===== src/rtl/ffha_pkg.sv =====
// Shared types, constants and status codes of the first-fit heap allocator.
package ffha_pkg;

	localparam int MAX_SEGMENTS = 32;
	localparam int SEG_IDX_W = $clog2(MAX_SEGMENTS);
	localparam int CNT_W = SEG_IDX_W + 1;
	localparam int ARENA_BITS = 20;
	localparam int LEN_W = ARENA_BITS + 1;
	localparam int SUM_W = LEN_W + 1;
	localparam int HEADER_SIZE = 16;
	localparam logic [LEN_W-1:0] ARENA_RESET = LEN_W'(1048576);
	localparam logic [LEN_W-1:0] ARENA_LIMIT = LEN_W'(1) << ARENA_BITS;

	localparam logic CMD_ALLOC = 1'b0;
	localparam logic CMD_FREE = 1'b1;

	localparam logic [1:0] ST_ALLOC = 2'd0;
	localparam logic [1:0] ST_FAIL = 2'd1;
	localparam logic [1:0] ST_FREED = 2'd2;
	localparam logic [1:0] ST_IGNORED = 2'd3;

	typedef struct packed {
		logic                  cmd;
		logic [LEN_W-1:0]      req_size;
		logic [ARENA_BITS-1:0] block_address;
	} req_t;

	typedef struct packed {
		logic [ARENA_BITS-1:0] result_address;
		logic [1:0]            status;
	} rsp_t;

	// One table entry: header offset, payload length and free mark.
	typedef struct packed {
		logic [ARENA_BITS-1:0] off;
		logic [LEN_W-1:0]      len;
		logic                  free;
	} seg_t;

	typedef struct packed {
		logic [SUM_W-1:0] sum;
		logic [LEN_W-1:0] diff;
		logic             ge;
		logic             gt;
	} alu_t;

endpackage


===== src/rtl/ffha_seg_ram.sv =====
// Segment table memory: one write port and one registered read port.
module ffha_seg_ram
	import ffha_pkg::*;
(
	input  logic                 clk,
	input  logic                 we,
	input  logic [SEG_IDX_W-1:0] wa,
	input  seg_t                 wd,
	input  logic [SEG_IDX_W-1:0] ra,
	output seg_t                 rd
);

	seg_t mem [MAX_SEGMENTS];
	seg_t rd_q;

	// Write and registered read.
	always_ff @(posedge clk) begin
		if (we) begin
			mem[wa] <= wd;
		end
		rd_q <= mem[ra];
	end

	assign rd = rd_q;

endmodule


===== src/rtl/ffha_alu.sv =====
// Shared adder and comparator for sizes, offsets and header arithmetic.
module ffha_alu
	import ffha_pkg::*;
(
	input  logic [LEN_W-1:0] a,
	input  logic [LEN_W-1:0] b,
	output alu_t             res
);

	logic [SUM_W-1:0] b_hdr;

	// The header size is added to b once and reused by the sum, difference and greater-than results.
	always_comb begin
		b_hdr = SUM_W'(b) + SUM_W'(HEADER_SIZE);
		res.sum = SUM_W'(a) + b_hdr;
		res.diff = LEN_W'(SUM_W'(a) - b_hdr);
		res.ge = (a >= b);
		res.gt = (SUM_W'(a) > b_hdr);
	end

endmodule


===== src/rtl/first_fit_heap_allocator.sv =====
// Top level of the first-fit heap allocator: sequencer, table memory and ALU.
//
// Input channel in_valid/in_ready/in_data carries one request: allocate
// (cmd 0, req_size) or free (cmd 1, block_address). Every request gives
// exactly one result on out_valid/out_ready/out_data: a payload offset and
// a status. A configuration transfer on cfg_valid/cfg_ready/cfg_data sets
// the arena size and rebuilds the table as one free segment.
// One request is handled at a time. The sequencer walks the segment table
// through a memory with a registered read port, with a read state and a
// check state for each entry visited in a first-fit search. A split moves
// entries up one by one (A_SHR, A_SHW), and each merge on free moves
// entries down one by one (D_RD, D_WR). After reset, and after each
// configuration transfer, the initial segment is written in the idle state
// before the next request is taken. A result waits in the output register
// while the receiver stalls; the next request is accepted meanwhile, but
// its result is held in the sequencer until the output register has been
// emptied.
module first_fit_heap_allocator
	import ffha_pkg::*;
(
	input  logic             clk,
	input  logic             arst_n,
	input  logic             in_valid,
	output logic             in_ready,
	input  req_t             in_data,
	output logic             out_valid,
	input  logic             out_ready,
	output rsp_t             out_data,
	input  logic             cfg_valid,
	output logic             cfg_ready,
	input  logic [LEN_W-1:0] cfg_data
);

	localparam logic [3:0] S_IDLE = 4'd0;
	localparam logic [3:0] A_RD = 4'd1;
	localparam logic [3:0] A_CHK = 4'd2;
	localparam logic [3:0] A_SHR = 4'd3;
	localparam logic [3:0] A_SHW = 4'd4;
	localparam logic [3:0] A_SPL = 4'd5;
	localparam logic [3:0] A_TAKE = 4'd6;
	localparam logic [3:0] F_RD = 4'd7;
	localparam logic [3:0] F_CHK = 4'd8;
	localparam logic [3:0] F_L = 4'd9;
	localparam logic [3:0] F_LC = 4'd10;
	localparam logic [3:0] F_R = 4'd11;
	localparam logic [3:0] F_RC = 4'd12;
	localparam logic [3:0] D_RD = 4'd13;
	localparam logic [3:0] D_WR = 4'd14;
	localparam logic [3:0] S_DONE = 4'd15;

	logic [3:0]            state_q;
	logic [CNT_W-1:0]      cnt_q;
	logic [CNT_W-1:0]      idx_q;
	logic [CNT_W-1:0]      k_q;
	logic [LEN_W-1:0]      size_q;
	logic [ARENA_BITS-1:0] addr_q;
	logic [LEN_W-1:0]      rem_q;
	logic [LEN_W-1:0]      arena_q;
	logic                  pend_q;
	logic                  split_q;
	logic                  ret_left_q;
	seg_t                  cur_q;
	rsp_t                  res_q;
	logic                  out_valid_q;
	rsp_t                  out_data_q;

	logic                  we;
	logic [SEG_IDX_W-1:0]  wa;
	seg_t                  wd;
	logic [SEG_IDX_W-1:0]  ra;
	seg_t                  rd;
	logic [LEN_W-1:0]      alu_a;
	logic [LEN_W-1:0]      alu_b;
	alu_t                  alu;
	logic [LEN_W-1:0]      arena_sat;
	logic [LEN_W-1:0]      len0;
	logic [CNT_W-1:0]      idx_m1;
	logic [CNT_W-1:0]      idx_p1;
	logic [CNT_W-1:0]      k_m1;
	logic [CNT_W-1:0]      k_p1;
	logic                  cfg_fire;
	logic                  in_fire;
	logic                  addr_hit;

	assign cfg_ready = 1'b1;
	assign cfg_fire = cfg_valid & cfg_ready;
	assign in_ready = (state_q == S_IDLE) & ~pend_q;
	assign in_fire = in_valid & in_ready;
	assign out_valid = out_valid_q;
	assign out_data = out_data_q;

	assign idx_m1 = idx_q - CNT_W'(1);
	assign idx_p1 = idx_q + CNT_W'(1);
	assign k_m1 = k_q - CNT_W'(1);
	assign k_p1 = k_q + CNT_W'(1);
	assign addr_hit = (alu.sum == SUM_W'(addr_q));

	// Initial payload length of a rebuilt table, with the arena saturated.
	always_comb begin
		arena_sat = (arena_q > ARENA_LIMIT) ? ARENA_LIMIT : arena_q;
		len0 = (arena_sat > LEN_W'(HEADER_SIZE)) ? arena_sat - LEN_W'(HEADER_SIZE) : '0;
	end

	ffha_seg_ram u_ram (
		.clk (clk),
		.we  (we),
		.wa  (wa),
		.wd  (wd),
		.ra  (ra),
		.rd  (rd)
	);

	ffha_alu u_alu (
		.a   (alu_a),
		.b   (alu_b),
		.res (alu)
	);

	// Memory port and ALU operand selection for each sequencer step.
	always_comb begin
		ra = idx_q[SEG_IDX_W-1:0];
		we = 1'b0;
		wa = idx_q[SEG_IDX_W-1:0];
		wd = cur_q;
		alu_a = cur_q.len;
		alu_b = '0;
		case (state_q)
			S_IDLE: begin
				we = pend_q;
				wa = '0;
				wd = '{off: '0, len: len0, free: 1'b1};
			end
			A_CHK: begin
				alu_a = rd.len;
				alu_b = size_q;
			end
			A_SHR: begin
				ra = k_m1[SEG_IDX_W-1:0];
			end
			A_SHW: begin
				we = 1'b1;
				wa = k_q[SEG_IDX_W-1:0];
				wd = rd;
			end
			A_SPL: begin
				alu_a = LEN_W'(cur_q.off);
				alu_b = size_q;
				we = 1'b1;
				wa = idx_p1[SEG_IDX_W-1:0];
				wd = '{off: alu.sum[ARENA_BITS-1:0], len: rem_q, free: 1'b1};
			end
			A_TAKE: begin
				alu_a = LEN_W'(cur_q.off);
				we = 1'b1;
				wd = '{off: cur_q.off, len: (split_q ? size_q : cur_q.len), free: 1'b0};
			end
			F_CHK: begin
				alu_a = LEN_W'(rd.off);
				we = ~rd.free & addr_hit;
				wd = '{off: rd.off, len: rd.len, free: 1'b1};
			end
			F_L: begin
				ra = idx_m1[SEG_IDX_W-1:0];
			end
			F_LC: begin
				alu_a = rd.len;
				alu_b = cur_q.len;
				we = rd.free;
				wa = idx_m1[SEG_IDX_W-1:0];
				wd = '{off: rd.off, len: alu.sum[LEN_W-1:0], free: 1'b1};
			end
			F_R: begin
				ra = idx_p1[SEG_IDX_W-1:0];
			end
			F_RC: begin
				alu_a = cur_q.len;
				alu_b = rd.len;
				we = rd.free;
				wd = '{off: cur_q.off, len: alu.sum[LEN_W-1:0], free: 1'b1};
			end
			D_RD: begin
				ra = k_p1[SEG_IDX_W-1:0];
			end
			D_WR: begin
				we = 1'b1;
				wa = k_q[SEG_IDX_W-1:0];
				wd = rd;
			end
			default: begin
			end
		endcase
	end

	// Sequencer for search, split, merge and table moves.
	always_ff @(posedge clk or negedge arst_n) begin
		if (!arst_n) begin
			state_q <= S_IDLE;
			cnt_q <= CNT_W'(1);
			idx_q <= '0;
			k_q <= '0;
			arena_q <= ARENA_RESET;
			pend_q <= 1'b1;
			split_q <= 1'b0;
			ret_left_q <= 1'b0;
			out_valid_q <= 1'b0;
		end else begin
			if (out_valid_q && out_ready) begin
				out_valid_q <= 1'b0;
			end
			if (cfg_fire) begin
				arena_q <= cfg_data;
			end
			case (state_q)
				S_IDLE: begin
					if (pend_q) begin
						cnt_q <= CNT_W'(1);
					end else if (in_fire) begin
						size_q <= in_data.req_size;
						addr_q <= in_data.block_address;
						idx_q <= '0;
						if (in_data.cmd == CMD_FREE) begin
							state_q <= F_RD;
						end else if (in_data.req_size == '0) begin
							res_q <= '{result_address: '0, status: ST_FAIL};
							state_q <= S_DONE;
						end else begin
							state_q <= A_RD;
						end
					end
				end
				A_RD: begin
					if (idx_q >= cnt_q) begin
						res_q <= '{result_address: '0, status: ST_FAIL};
						state_q <= S_DONE;
					end else begin
						state_q <= A_CHK;
					end
				end
				A_CHK: begin
					if (rd.free && alu.ge) begin
						cur_q <= rd;
						rem_q <= alu.diff;
						if (alu.gt && cnt_q != CNT_W'(MAX_SEGMENTS)) begin
							split_q <= 1'b1;
							k_q <= cnt_q;
							state_q <= A_SHR;
						end else begin
							split_q <= 1'b0;
							state_q <= A_TAKE;
						end
					end else begin
						idx_q <= idx_p1;
						state_q <= A_RD;
					end
				end
				A_SHR: begin
					state_q <= (k_q > idx_p1) ? A_SHW : A_SPL;
				end
				A_SHW: begin
					k_q <= k_m1;
					state_q <= A_SHR;
				end
				A_SPL: begin
					cnt_q <= cnt_q + CNT_W'(1);
					state_q <= A_TAKE;
				end
				A_TAKE: begin
					res_q <= '{result_address: alu.sum[ARENA_BITS-1:0], status: ST_ALLOC};
					state_q <= S_DONE;
				end
				F_RD: begin
					if (idx_q >= cnt_q) begin
						res_q <= '{result_address: '0, status: ST_IGNORED};
						state_q <= S_DONE;
					end else begin
						state_q <= F_CHK;
					end
				end
				F_CHK: begin
					if (!rd.free && addr_hit) begin
						cur_q <= '{off: rd.off, len: rd.len, free: 1'b1};
						state_q <= F_L;
					end else begin
						idx_q <= idx_p1;
						state_q <= F_RD;
					end
				end
				F_L: begin
					state_q <= (idx_q != '0) ? F_LC : F_R;
				end
				F_LC: begin
					if (rd.free) begin
						cur_q <= '{off: rd.off, len: alu.sum[LEN_W-1:0], free: 1'b1};
						k_q <= idx_q;
						idx_q <= idx_m1;
						ret_left_q <= 1'b1;
						state_q <= D_RD;
					end else begin
						state_q <= F_R;
					end
				end
				F_R: begin
					if (idx_p1 < cnt_q) begin
						state_q <= F_RC;
					end else begin
						res_q <= '{result_address: '0, status: ST_FREED};
						state_q <= S_DONE;
					end
				end
				F_RC: begin
					if (rd.free) begin
						cur_q.len <= alu.sum[LEN_W-1:0];
						k_q <= idx_p1;
						ret_left_q <= 1'b0;
						state_q <= D_RD;
					end else begin
						res_q <= '{result_address: '0, status: ST_FREED};
						state_q <= S_DONE;
					end
				end
				D_RD: begin
					if (k_p1 < cnt_q) begin
						state_q <= D_WR;
					end else begin
						cnt_q <= cnt_q - CNT_W'(1);
						state_q <= ret_left_q ? F_L : F_R;
					end
				end
				D_WR: begin
					k_q <= k_p1;
					state_q <= D_RD;
				end
				S_DONE: begin
					if (!out_valid_q) begin
						out_data_q <= res_q;
						out_valid_q <= 1'b1;
						state_q <= S_IDLE;
					end
				end
				default: begin
					state_q <= S_IDLE;
				end
			endcase
			// A configuration transfer schedules a rebuild; it wins over the clear.
			if (cfg_fire) begin
				pend_q <= 1'b1;
			end else if (state_q == S_IDLE) begin
				pend_q <= 1'b0;
			end
		end
	end

endmodule


===== config.mk =====
export PLATFORM = sky130hd
export DESIGN_NAME = first_fit_heap_allocator
export DESIGN_NICKNAME = d
export VERILOG_FILES = /design/src/rtl/ffha_pkg.sv /design/src/rtl/ffha_seg_ram.sv /design/src/rtl/ffha_alu.sv /design/src/rtl/first_fit_heap_allocator.sv
export SDC_FILE = /design/constraint.sdc
export NUM_CORES = 2
export LEC_CHECK = 0
export BUFFER_PORTS_ARGS = -buffer_cell sky130_fd_sc_hd__buf_2
export CAP_MARGIN = 15
export CORE_MARGIN = 5
export CORE_UTILIZATION = 50
export CTS_CLUSTER_DIAMETER = 150
export DETAILED_ROUTE_END_ITERATION = 8
export PLACE_DENSITY = 0.66
export SETUP_SLACK_MARGIN = 0.4
export SLEW_MARGIN = 20
export SYNTH_ARGS = -nofsm -noshare
export SYNTH_HDL_FRONTEND = slang
export SYNTH_SLANG_ARGS = --single-unit

===== constraint.sdc =====
create_clock -name clk -period 12.05 [get_ports clk]
set_clock_uncertainty 0.15 [all_clocks]
set_input_delay 0.6025 -clock clk [delete_from_list [all_inputs] [get_ports clk]]
set_output_delay 0.6025 -clock clk [all_outputs]
set_load 0.005 [all_outputs]

==> impl_results.md <==
- Status: complete, no violations
- Post-route DRC: 0
- Post-Place Setup Slack: 2.45 ns
- Longest Clk Path Bufs: 3
- Max FO, Critical Path: 30
- Synth Area in Simple Gates: 0.164
- Layout cells sized above 1: 0.101
- CTS tree: built
- First-pass iteration count of the detailed router: 7
- Slack of the critical path: 2.21 ns
- Crit. Startpoint: state_q[1]
- Reg2Reg Setup Slack: 2.21 ns
- CP Class: reg -> reg
- Mapped Cells: 5743
- Largest net degree at the start of global routing: 179
- Initial antenna violation count: 3
- WL per Instance: 27.6 um
- FF-to-FF Start: state_q[1]
- Die Y: 382 um
- Critical Path AT: 10.14 ns
- All-layer global routing usage: 0.285
- Via density: 6.32
- Period utilisation layout: 0.816
- Port Buffers: 91
- Area growth from synthesis to layout: 12.6%
- Post-DP HPWL: 130 mm
- Antenna viol nets, final: 0
- RSZ-0062 raised after global routing: no
- Ports: 93
- Adder-cell share of the synthesized area: 0.0178
- Die area: 146000 um2
- Req. time, crit path: 12.36 ns
- Yosys warning total: 0
- # nets final: 5938
- Synth Cell Area: 69300 um2
- HP Start: cfg_valid
- CTS root buf: clkbuf_16
- Htree depth: 4
- Library cells used by synthesis: 101
- Post-layout min period: 9.84 ns
- F_max: 102 MHz
- First-pass GRT wire length: 312 mm
- Synth cell count leaders: 1514 x nand2_1, 1492 x edfxtp_1, 552 x nand3_1
- # Max-Cap Violations: 0
- Final WL: 213 mm
- Predominant post-synthesis flop cell: edfxtp_1
- Seq/Total Area, Yosys: 0.675
- Clk slew on worst S/H paths: 0.06 ns
- Post-synthesis mux area share: 0.00808
- Setup TNS: 0 ns
- Top-area cell type share of the netlist area: 0.646
- Area contributors post-synth: edfxtp_1 65%, nand2_1 8.2%, nand3_1 4.0%, a311oi_1 3.2%, clkbuf_1 1.8%
- Vias: 48699
- Final Slew Violations: 0
- EDFF count, synth: 1492
- Core box area: 138000 um2
- Row count: 136
- Cts bufs inserted: 163
- Worst-Margin Slew: 1.22 ns
- Dominant cell by count in the synthesized netlist: nand2_1
- Vias in the first global route: 45759
- Synth area leader: edfxtp_1
- Syn Area/Cell: 12.1 um2
- Die Wd: 382 um
- Overflow after GRT: 0
- XOR/XNOR share of the synthesized area: 0.0133
- Synth Area in Compound Gates: 0.0954
- Worst setup EP type: register
- Final setup viols: 0
- Final hold violations: 0
- Syn_nets: 5907
- Worst Hold Class: in -> reg
- Async S/R FF share, synth: 0.0297
- Worst setup SP type: register
- Drt initial violations: 6659
- Largest family of logic cells by synthesized area: simple AND/OR/NAND/NOR gates
- Skew-Pair Late Insertion Delay: 0.80 ns
- Rel. slew slack: 0.190
- Antenna cell count: 0
- FF+latch count, synth: 1581
- Initial Utilization: 0.504
- CTS sink cnt: 1581
- # fillers: 11039
- Gpl congestion: 0.959
what timing repair did:
item,in CTS,in global routing
resized for setup,0,0
endpoints found under the hold margin,107,0
hold buffers,64,0
buffers inserted,0,0
stage by stage:
stage / cells / utilization / area, um2 / hold slack [ns]
2_1_floorplan: 5743 / - / 69300 / 0.157
3_3_place_gp: 7335 / 0.524 / 72100 / 0.253
3_5_place_dp: 7335 / 0.524 / 72100 / 0.255
4_1_cts: 7698 / 0.566 / 78000 / 0.108
5_1_grt: 7702 / 0.567 / 78100 / 0.157
6_report: 7702 / 0.567 / 78100 / 0.165
final cells by class:
class / instances / area, um2 / share of cell area
clock buffers: 211 / 4330 / 0.0555
clock inverters: 88 / 887 / 0.0114
inverters: 72 / 270 / 0.00346
multi-input cells: 3693 / 21400 / 0.274
flip-flops and latches: 1581 / 46800 / 0.600
well taps: 1794 / 2240 / 0.0287
repair buffers: 263 / 2100 / 0.0270
final timing paths:
check,endpoint,depth (start not counted)
setup / recovery,u_ram.mem[15][17],23
hold / removal,pend_q,2
setup reg to reg,u_ram.mem[15][17],23
hold reg to reg,out_data[19],0
max in group asynchronous,arena_q[9],3
min in group asynchronous,k_q[5],3
cells by family after synthesis:
kind of cell	count (synthesis)
buf+inv	469
mux	51
xor+xnor	95
fa+ha+maj	97
simple gates	2591
other cells	1
compound gates	858
flops	1581
state kept, by name, indices dropped and copies added (netlist names), 4 cells and up:
register,cells
idx_q,6
u_ram.mem,1344
arena_q,21
out_data,22
state_q,4
cur_q,42
res_q,22
u_ram.rd,42
addr_q,20
k_q,6
rem_q,21
cnt_q,6
size_q,21
layout by cell type, fill, tap and decap left out, drive strengths merged, types with 12 or more instances in the layout:
cell / netlist / layout
nand3: 552 / 552
a31oi: 28 / 28
or3: 17 / 17
o31ai: 53 / 53
nor2: 183 / 183
edfxtp: 1492 / 1492
xnor2: 62 / 62
a21oi: 114 / 114
a21o: 30 / 30
nand2b: 23 / 23
o21ai: 97 / 97
nand2: 1514 / 1514
clkbuf: 336 / 211
nor4: 17 / 17
a311o: 43 / 43
mux2: 40 / 40
nor3: 36 / 36
a222oi: 41 / 41
buf: 61 / 199
clkinv: 1 / 68
and2: 17 / 17
a311oi: 257 / 257
and3: 140 / 140
dfrtp: 44 / 44
xor2: 27 / 27
inv: 71 / 78
nor2b: 20 / 20
a22oi: 36 / 36
dfxtp: 42 / 42
dlygate4sd3: 0 / 64
o221ai: 12 / 12
ha: 93 / 93
routing by layer:
metal  GRT usage  routed length [um]
met3      0.0547               20800
met5           0                  13
met1       0.406               86700
met2       0.444               97300
met4      0.0960                8080
worst max-delay path, stage by stage (launching register included):
cell	delay [ns]
dfrtp_1	0.70
buf_4	0.42
inv_1	0.35
nor2_1	0.40
nand2_1	0.11
buf_4	0.26
nand2_1	0.53
nor2_1	0.15
nand2_1	0.11
and3_1	0.18
inv_1	0.05
ha_1	0.23
fa_1	0.48
nor2b_1	0.21
o311ai_1	0.55
a211oi_1	0.18
a211oi_2	0.66
xnor2_1	0.14
nor4_1	0.59
nand4b_1	0.25
or4_4	0.62
o41a_2	0.70
nor2_4	0.93
buf_4	0.45
Power is not shown: default switching activity piles up to over one toggle a cycle in this logic, so the estimate is an artifact.
